==> src/rtl/lab_pkg.sv <==
`default_nettype none

package lab_pkg;

  // Sizing of the row store and of the score datapath.
  localparam int MAX_COLUMNS = 1024;
  localparam int SCORE_BITS  = 16;
  localparam int COL_BITS    = $clog2(MAX_COLUMNS);

  // Fixed field widths of the ports.
  localparam int LEN_BITS       = 11;
  localparam int GAIN_BITS      = 4;
  localparam int PEN_BITS       = 5;
  localparam int OUT_BITS       = 16;
  localparam int CFG_INDEX_BITS = 4;
  localparam int CFG_DATA_BITS  = 16;

  // Candidate sums carry two extra bits: one for the sign, one for headroom.
  localparam int EXT_BITS = SCORE_BITS + 2;
  localparam logic signed [EXT_BITS-1:0] SCORE_TOP_EXT = {2'b00, {SCORE_BITS{1'b1}}};

  // Configuration register indexes.
  typedef enum logic [CFG_INDEX_BITS-1:0] {
    REG_ROW_LENGTH       = 4'd0,
    REG_MATCH_GAIN       = 4'd1,
    REG_MISMATCH_PENALTY = 4'd2,
    REG_GAP_PENALTY      = 4'd3
  } cfg_reg_t;

  // One cell on its way from the address stage to the scoring stage.
  typedef struct packed {
    logic                valid;
    logic [COL_BITS-1:0] col;
    logic                first_row;
    logic                is_match;
    logic                last_cell;
    logic                fwd;
  } lab_item_t;

  // Write-back of a cell score into the row store.
  typedef struct packed {
    logic                  we;
    logic [COL_BITS-1:0]   addr;
    logic [SCORE_BITS-1:0] data;
  } lab_wr_t;

  // Final score of a matrix, handed to the output queue.
  typedef struct packed {
    logic                push;
    logic [OUT_BITS-1:0] value;
  } lab_result_t;

endpackage

`default_nettype wire

==> src/rtl/lab_pe.sv <==
`default_nettype none

module lab_pe (
  input  wire logic                                   clk,
  input  wire logic                                   rst,
  input  wire lab_pkg::lab_item_t                     item,
  input  wire logic [lab_pkg::SCORE_BITS-1:0]         ram_q,
  input  wire logic [lab_pkg::SCORE_BITS-1:0]         fwd_score,
  input  wire logic [lab_pkg::GAIN_BITS-1:0]          match_gain,
  input  wire logic signed [lab_pkg::PEN_BITS-1:0]    mismatch_penalty,
  input  wire logic signed [lab_pkg::PEN_BITS-1:0]    gap_penalty,
  output      lab_pkg::lab_wr_t                       wr,
  output      lab_pkg::lab_result_t                   result
);

  import lab_pkg::*;

  logic [SCORE_BITS-1:0]      left_score;
  logic [SCORE_BITS-1:0]      diagonal_score;
  logic [SCORE_BITS-1:0]      running_best;

  logic [SCORE_BITS-1:0]      up;
  logic [SCORE_BITS-1:0]      left;
  logic [SCORE_BITS-1:0]      diag;
  logic signed [EXT_BITS-1:0] gap_ext;
  logic signed [EXT_BITS-1:0] step_ext;
  logic signed [EXT_BITS-1:0] cand_up;
  logic signed [EXT_BITS-1:0] cand_left;
  logic signed [EXT_BITS-1:0] cand_diag;
  logic signed [EXT_BITS-1:0] cell_ext;
  logic [SCORE_BITS-1:0]      cell_score;
  logic [SCORE_BITS-1:0]      best_with_cell;

  always_comb begin
    // The row above the first row and the column left of column zero are zero.
    up   = item.first_row ? '0 : (item.fwd ? fwd_score : ram_q);
    left = (item.col == '0) ? '0 : left_score;
    diag = ((item.col == '0) || item.first_row) ? '0 : diagonal_score;

    gap_ext  = EXT_BITS'(gap_penalty);
    step_ext = item.is_match ? signed'(EXT_BITS'(match_gain))
                             : EXT_BITS'(mismatch_penalty);

    cand_up   = signed'({2'b00, up})   + gap_ext;
    cand_left = signed'({2'b00, left}) + gap_ext;
    cand_diag = signed'({2'b00, diag}) + step_ext;

    cell_ext = '0;
    if (cand_up > cell_ext) begin
      cell_ext = cand_up;
    end
    if (cand_left > cell_ext) begin
      cell_ext = cand_left;
    end
    if (cand_diag > cell_ext) begin
      cell_ext = cand_diag;
    end
    if (cell_ext > SCORE_TOP_EXT) begin
      cell_ext = SCORE_TOP_EXT;
    end
    cell_score = cell_ext[SCORE_BITS-1:0];

    best_with_cell = (cell_score > running_best) ? cell_score : running_best;
  end

  always_comb begin
    wr.we   = item.valid;
    wr.addr = item.col;
    wr.data = cell_score;

    result.push  = item.valid && item.last_cell;
    result.value = ((best_with_cell >> OUT_BITS) != '0) ? '1 : OUT_BITS'(best_with_cell);
  end

  always_ff @(posedge clk) begin
    if (rst) begin
      left_score     <= '0;
      diagonal_score <= '0;
      running_best   <= '0;
    end else if (item.valid) begin
      left_score     <= cell_score;
      diagonal_score <= up;
      running_best   <= item.last_cell ? '0 : best_with_cell;
    end
  end

endmodule

`default_nettype wire

==> config.mk <==
export PLATFORM = sky130hd
export DESIGN_NAME = lab_pe
export DESIGN_NICKNAME = d
export VERILOG_FILES = /design/src/rtl/lab_pkg.sv /design/src/rtl/lab_pe.sv
export SDC_FILE = /design/constraint.sdc
export NUM_CORES = 1
export LEC_CHECK = 0
export ABC_AREA = 1
export BUFFER_PORTS_ARGS = -buffer_cell sky130_fd_sc_hd__buf_2
export CAP_MARGIN = 30
export CORE_ASPECT_RATIO = 1.1
export CORE_UTILIZATION = 55
export DETAILED_ROUTE_END_ITERATION = 12
export GPL_ROUTABILITY_DRIVEN = 0
export PLACE_DENSITY = 0.85
export SYNTH_ARGS = -nofsm -noshare
export SYNTH_HDL_FRONTEND = slang
export SYNTH_SLANG_ARGS = --single-unit
==> constraint.sdc <==
create_clock -name clk -period 9.97 [get_ports clk]
set_input_delay 0.4985 -clock clk [delete_from_list [all_inputs] [get_ports clk]]
set_output_delay 0.4985 -clock clk [all_outputs]
set_load 0.005 [all_outputs]
==> results.cfg, run 1 <==
[setup_path]
cp_data_required_time_ps = 9470
crit_type = input pin to output pin
start_kind = input pin
crit_fanout = 32
cp-end-kind = output pin
max_stage_delay_ps = 400
cp_slowest_cell = fa_1
crit_top_cell = nand2_1
arrival_ps = 8750

[yosys]
syn_inst = 1264
synth_async_sr_flop_share_pct = 0
synth_fp_nets = 1432
synthFlopType = dfxtp_1
ys_ff_latch = 48
synth_warnings = 0
synth_area_mm2 = 0.00754
synth_edf_count = 0
yosysSeqAreaShare_pct = 12.7
ys_types = 49
avgSynthCellArea_um2 = 5.96

[floorplan]
ios = 107
die_area_mm2 = 0.0142
die_w_um = 114
rows = 44
initial_core_util_pct = 56.8
core_area_mm2 = 0.0133
die_h_um = 125

[sta]
max_freq_ghz = 0.108
fin_ws_ps = 717
clock_skew_ps = 7.05
setup_viol = 0
finalCritPeriodShare_pct = 92.8
holdWs_ps = 468
finalMaxSlewViolations = 0
max_slew.worst_pin.slew_ps = 929
slew_headroom_pct = 38.0
period_needed_ps = 9250
hold_viol = 0

[layout]
area_delta_synth_final_pct = 11.2
finalNetCount = 1513
fillers = 1230
final_common_cell = nand2_1
fin_area_mm2 = 0.00838
final_cell_mix = 339 x nand2_1, 193 x inv_1, 105 x a21oi_1, 105 x buf_2, 102 x ha_1
antennaDiodeCount = 0
drive_above_1_share_pct = 14.1

[global_routing]
grt_pass1_wl_mm = 34.7
grt_pass1_vias = 7566
antenna_found_initial = 0
grt_max_degree = 78
globalRouteTotalUtil_pct = 30.2
overflow = 0

[power]
total_power_mw = 2.03
p_leak_nw = 4.59
powerDensity_mw_per_mm2 = 243
ir_drop_uv = 137

[clock_tree]
clock_latency_ps = 310
cts_tree = done
numCtsBuffers = 5
clkSinkCount = 48
cts_max_path_buffers = 2
cts-root-buf = clkbuf_16
htreeDepth = 2
clk_pin_slew_worst_paths_ps = 70

[status]
status = complete, no violations

[drt]
wl_per_cell_um = 13.8
remaining_drc_errors = 0
viasPerCell = 5.40
firstDrtPassIters = 5
vias = 8261
drt-total-wl_mm = 21.2
antenna_left = 0
drtIter0Drc = 535

[placement]
dpl-instance-area_mm2 = 0.00809
port_buffers = 106
hpwl_mm = 17.3
preCtsSetupSlack_ps = 586

[job]
max_cap_violations = 0

[hold_path]
hp-class = register to register
## flip-flops by register name, indices dropped and copies added, names as in the netlist
name            count
diagonal_score     16
running_best       16
left_score         16
## critical path: cells and delay by family
kind / cells / cell delay (ps)
adders and majority gates: 5 / 1440
and+or+nand+nor: 34 / 3400
xor gates and xnor gates: 1 / 120
buffers and inverters: 13 / 1820
AOI/OAI and AO/OA: 8 / 1400
## logic make-up after synthesis
family	Yosys count	share of synthesized area, %
buf+inv	247	13.6
other cells	1	0.0497
simple gates	646	38.2
mux	3	0.448
xor+xnor	29	3.37
flops	48	12.7
fa+ha+maj	105	17.7
compound gates	185	13.9
## power breakdown
| group | leakage, nW | switching [mW] | internal [mW] |
|---|---|---|---|
| Sequential | 0.396 | 0.0154 | 0.231 |
| Combinational | 4.10 | 0.947 | 0.612 |
| Clock | 0.0944 | 0.0850 | 0.145 |
## worst paths after layout
| check | startpoint | to | slack, ps | cells past startpoint |
|---|---|---|---|---|
| worst max-delay path | item[0] | result[15] | 720 | 61 |
| worst min register to register | running_best[14]$_SDFFE_PP0P_ | running_best[14]$_SDFFE_PP0P_ | 470 | 2 |
| worst max register to register | left_score[0]$_SDFFE_PP0P_ | running_best[13]$_SDFFE_PP0P_ | 2340 | 51 |
| worst min-delay path | running_best[14]$_SDFFE_PP0P_ | running_best[14]$_SDFFE_PP0P_ | 470 | 2 |
## cell type report
| cell class | count | area (µm²) | share of cell area (%) |
|---|---|---|---|
| tap | 184 | 230 | 2.75 |
| sequential | 48 | 961 | 11.5 |
| inverter | 202 | 782 | 9.33 |
| multi-input combinational | 969 | 5580 | 66.6 |
| timing repair inverter | 2 | 15.0 | 0.179 |
| clock buffer | 5 | 125 | 1.49 |
| timing repair buffer | 117 | 619 | 7.39 |
| clock inverter | 3 | 68.8 | 0.821 |
## repair_timing
item | CTS | global route
buffers inserted | 0 | 5
endpoints found under the setup margin | 0 | 17
resized for setup | 0 | 13
hold buffers | 0 | 0
## cell usage after synthesis (all sizes together), types with 5 or more instances
| library cell | instances | area share (%) |
|---|---|---|
| nand4 | 29 | 2.6 |
| ha | 102 | 17 |
| o21ai | 39 | 2.6 |
| a21oi | 109 | 7.4 |
| nor3 | 15 | 1.1 |
| xor2 | 19 | 2.2 |
| dfxtp | 48 | 13 |
| or2 | 8 | 0.66 |
| a21o | 5 | 0.50 |
| buf | 24 | 2.4 |
| nand3b | 5 | 0.50 |
| clkbuf | 21 | 1.0 |
| inv | 202 | 10 |
| nand3 | 93 | 6.6 |
| and2 | 31 | 2.6 |
| nor2 | 101 | 5.2 |
| nand2 | 360 | 19 |
| a211oi | 16 | 1.6 |
| xnor2 | 10 | 1.2 |
## through the flow
stage / std cells / utilization, % / setup TNS (ps)
global route: 1530 / 63.2 / -397
finish: 1530 / 63.2 / 0
detailed placement: 1515 / 61.0 / 0
CTS: 1523 / 62.5 / 0
global placement: 1513 / 60.9 / 0
floorplan: 1264 / - / 0
## layer usage
metal | routed length (µm) | GRT usage [%] | vias to the layer above
li1 | - | - | 4241
met4 | 983 | 14.4 | 0
met2 | 9980 | 52.5 | 312
met5 | 0 | 0 | -
met1 | 8810 | 36.0 | 3640
met3 | 1380 | 4.38 | 68
Power figures use the tool's default switching activity.
==> run 2: changes to the inputs <==
--- a/config.mk
+++ b/config.mk
@@ -12,7 +12,7 @@
 export CORE_UTILIZATION = 55
 export DETAILED_ROUTE_END_ITERATION = 12
 export GPL_ROUTABILITY_DRIVEN = 0
-export PLACE_DENSITY = 0.85
+export PLACE_DENSITY = 0.86
 export SYNTH_ARGS = -nofsm -noshare
 export SYNTH_HDL_FRONTEND = slang
 export SYNTH_SLANG_ARGS = --single-unit
==> results.cfg, run 2 (same netlist as run 1, synthesis figures left out) <==
[power]
ir_drop_uv = 138
p_leak_nw = 4.56
total_power_mw = 2.01
powerDensity_mw_per_mm2 = 241

[global_routing]
grt_pass1_vias = 7503
antenna_found_initial = 0
globalRouteTotalUtil_pct = 29.4
grt_max_degree = 78
overflow = 0
grt_pass1_wl_mm = 33.6

[clock_tree]
cts_tree = done
cts-root-buf = clkbuf_16
clock_latency_ps = 300
htreeDepth = 2
numCtsBuffers = 5
clk_pin_slew_worst_paths_ps = 70
cts_max_path_buffers = 2
clkSinkCount = 48
cts_hold_buf = 0

[setup_path]
arrival_ps = 8870
cp_slowest_cell = nor3b_1
rrSetupSlack_ps = 2240
crit_top_cell = nand2_1
reg2reg_depth = 44
critPathBufInv = 11
crit_type = input pin to output pin
max_stage_delay_ps = 410
crit_fanout = 19
start_kind = input pin
cpLargestDelayFamily = simple AND/OR/NAND/NOR gates
cp_data_required_time_ps = 9470
cp-end-kind = output pin
crit_cells = 50
reg2reg_from = left_score[0]$_SDFFE_PP0P_
r2r-end = running_best[13]$_SDFFE_PP0P_

[drt]
viasPerCell = 5.46
vias = 8355
remaining_drc_errors = 0
wl_per_cell_um = 14.0
drtIter0Drc = 553
antenna_left = 0
drt-total-wl_mm = 21.4
firstDrtPassIters = 6

[sta]
max_freq_ghz = 0.107
setup_tns_ps = 0
rsz0062_at_grt = no
hold_viol = 0
period_needed_ps = 9370
max_slew.worst_pin.slew_ps = 951
setup_viol = 0
clock_skew_ps = 6.69
slew_headroom_pct = 36.6
finalCritPeriodShare_pct = 94.0
finalMaxSlewViolations = 0

[placement]
hpwl_mm = 17.5
dp_cells = 1516
port_buffers = 106

[hold_path]
hold_depth = 2
hp-class = register to register
hold_start = running_best[7]$_SDFFE_PP0P_
hold-path-endpoint = running_best[7]$_SDFFE_PP0P_

[floorplan]
initial_core_util_pct = 56.8
die_h_um = 125
ios = 107
core_area_mm2 = 0.0133
rows = 44
die_area_mm2 = 0.0142
die_w_um = 114

[layout]
final_cells = 1531
fillers = 1291
area_delta_synth_final_pct = 10.8
final_common_cell = nand2_1
drive_above_1_share_pct = 14.3
final_cell_mix = 338 x nand2_1, 193 x inv_1, 105 x buf_2, 104 x a21oi_1, 102 x ha_1
finalNetCount = 1514
top_regs = diagonal_score x16, left_score x16, running_best x16
antennaDiodeCount = 0

[status]
status = complete, no violations

[job]
max_cap_violations = 0
-- run 2: cell count changes in the layout (fill, tap and decap cells not counted), sizes merged --
| cell | previous run | this run |
|---|---|---|
| bufinv | 2 | 0 |
| buf | 116 | 117 |
| clkinvlp | 5 | 6 |
| clkbuf | 6 | 8 |
| inv | 200 | 199 |
-- run 2: cell type report --
class                      count  area [µm²]  area share, %
timing repair inverter         2        15.0          0.180
sequential                    48         961           11.5
clock inverter                 1        7.51         0.0899
inverter                     202         782           9.36
timing repair buffer         118         639           7.66
tap                          184         230           2.76
multi-input combinational    969        5570           66.7
clock buffer                   7         143           1.71
-- run 2: what timing repair did --
item / CTS / global route
resized for setup: 0 / 13
endpoints found under the setup margin: 0 / 31
setup buffers: 0 / 5
-- run 2: stage by stage --
stage | utilization (%) | area, µm² | hold slack [ps] | worst slack (ps)
after floorplan | - | 7540 | 440 | 1240
after global placement | 60.9 | 8090 | 452 | 600
after detailed placement | 61.1 | 8100 | 457 | 94.1
after CTS | 62.2 | 8250 | 467 | 58.1
after global routing | 62.9 | 8350 | 479 | 30.6
final | 62.9 | 8350 | 468 | 597
-- run 2: worst max-delay path by stage --
stage / start / end
floorplan: item[0] / result[10]
global placement: item[0] / result[4]
detailed placement: item[0] / result[13]
CTS: item[0] / result[13]
global route: item[0] / result[15]
finish: item[0] / result[13]
-- run 2: routing by layer --
| metal | wire length [µm] | up-vias | part of all wire [%] | GRT usage (%) |
|---|---|---|---|---|
| li1 | - | 4241 | - | - |
| met1 | 8990 | 3683 | 42 | 35.3 |
| met2 | 9790 | 350 | 46 | 49.8 |
| met3 | 1460 | 81 | 6.8 | 4.33 |
| met4 | 1150 | 0 | 5.4 | 16.0 |
| met5 | 0 | - | 0 | 0 |
-- run 2: where the power goes --
group | internal [mW] | total [mW] | switching (mW)
clock | 0.100 | 0.179 | 0.0789
sequential | 0.231 | 0.246 | 0.0147
combinational | 0.611 | 1.58 | 0.973
-- run 2: worst register-to-register path: cells and delay by family (launching register included) --
kind	cells	cell delay, ps
AO/OA/AOI/OAI	11	1710
XOR/XNOR	2	500
adder cells (fa/ha/maj)	5	1440
buffers and inverters	6	870
AND/OR/NAND/NOR	20	2860
flip-flops	1	300
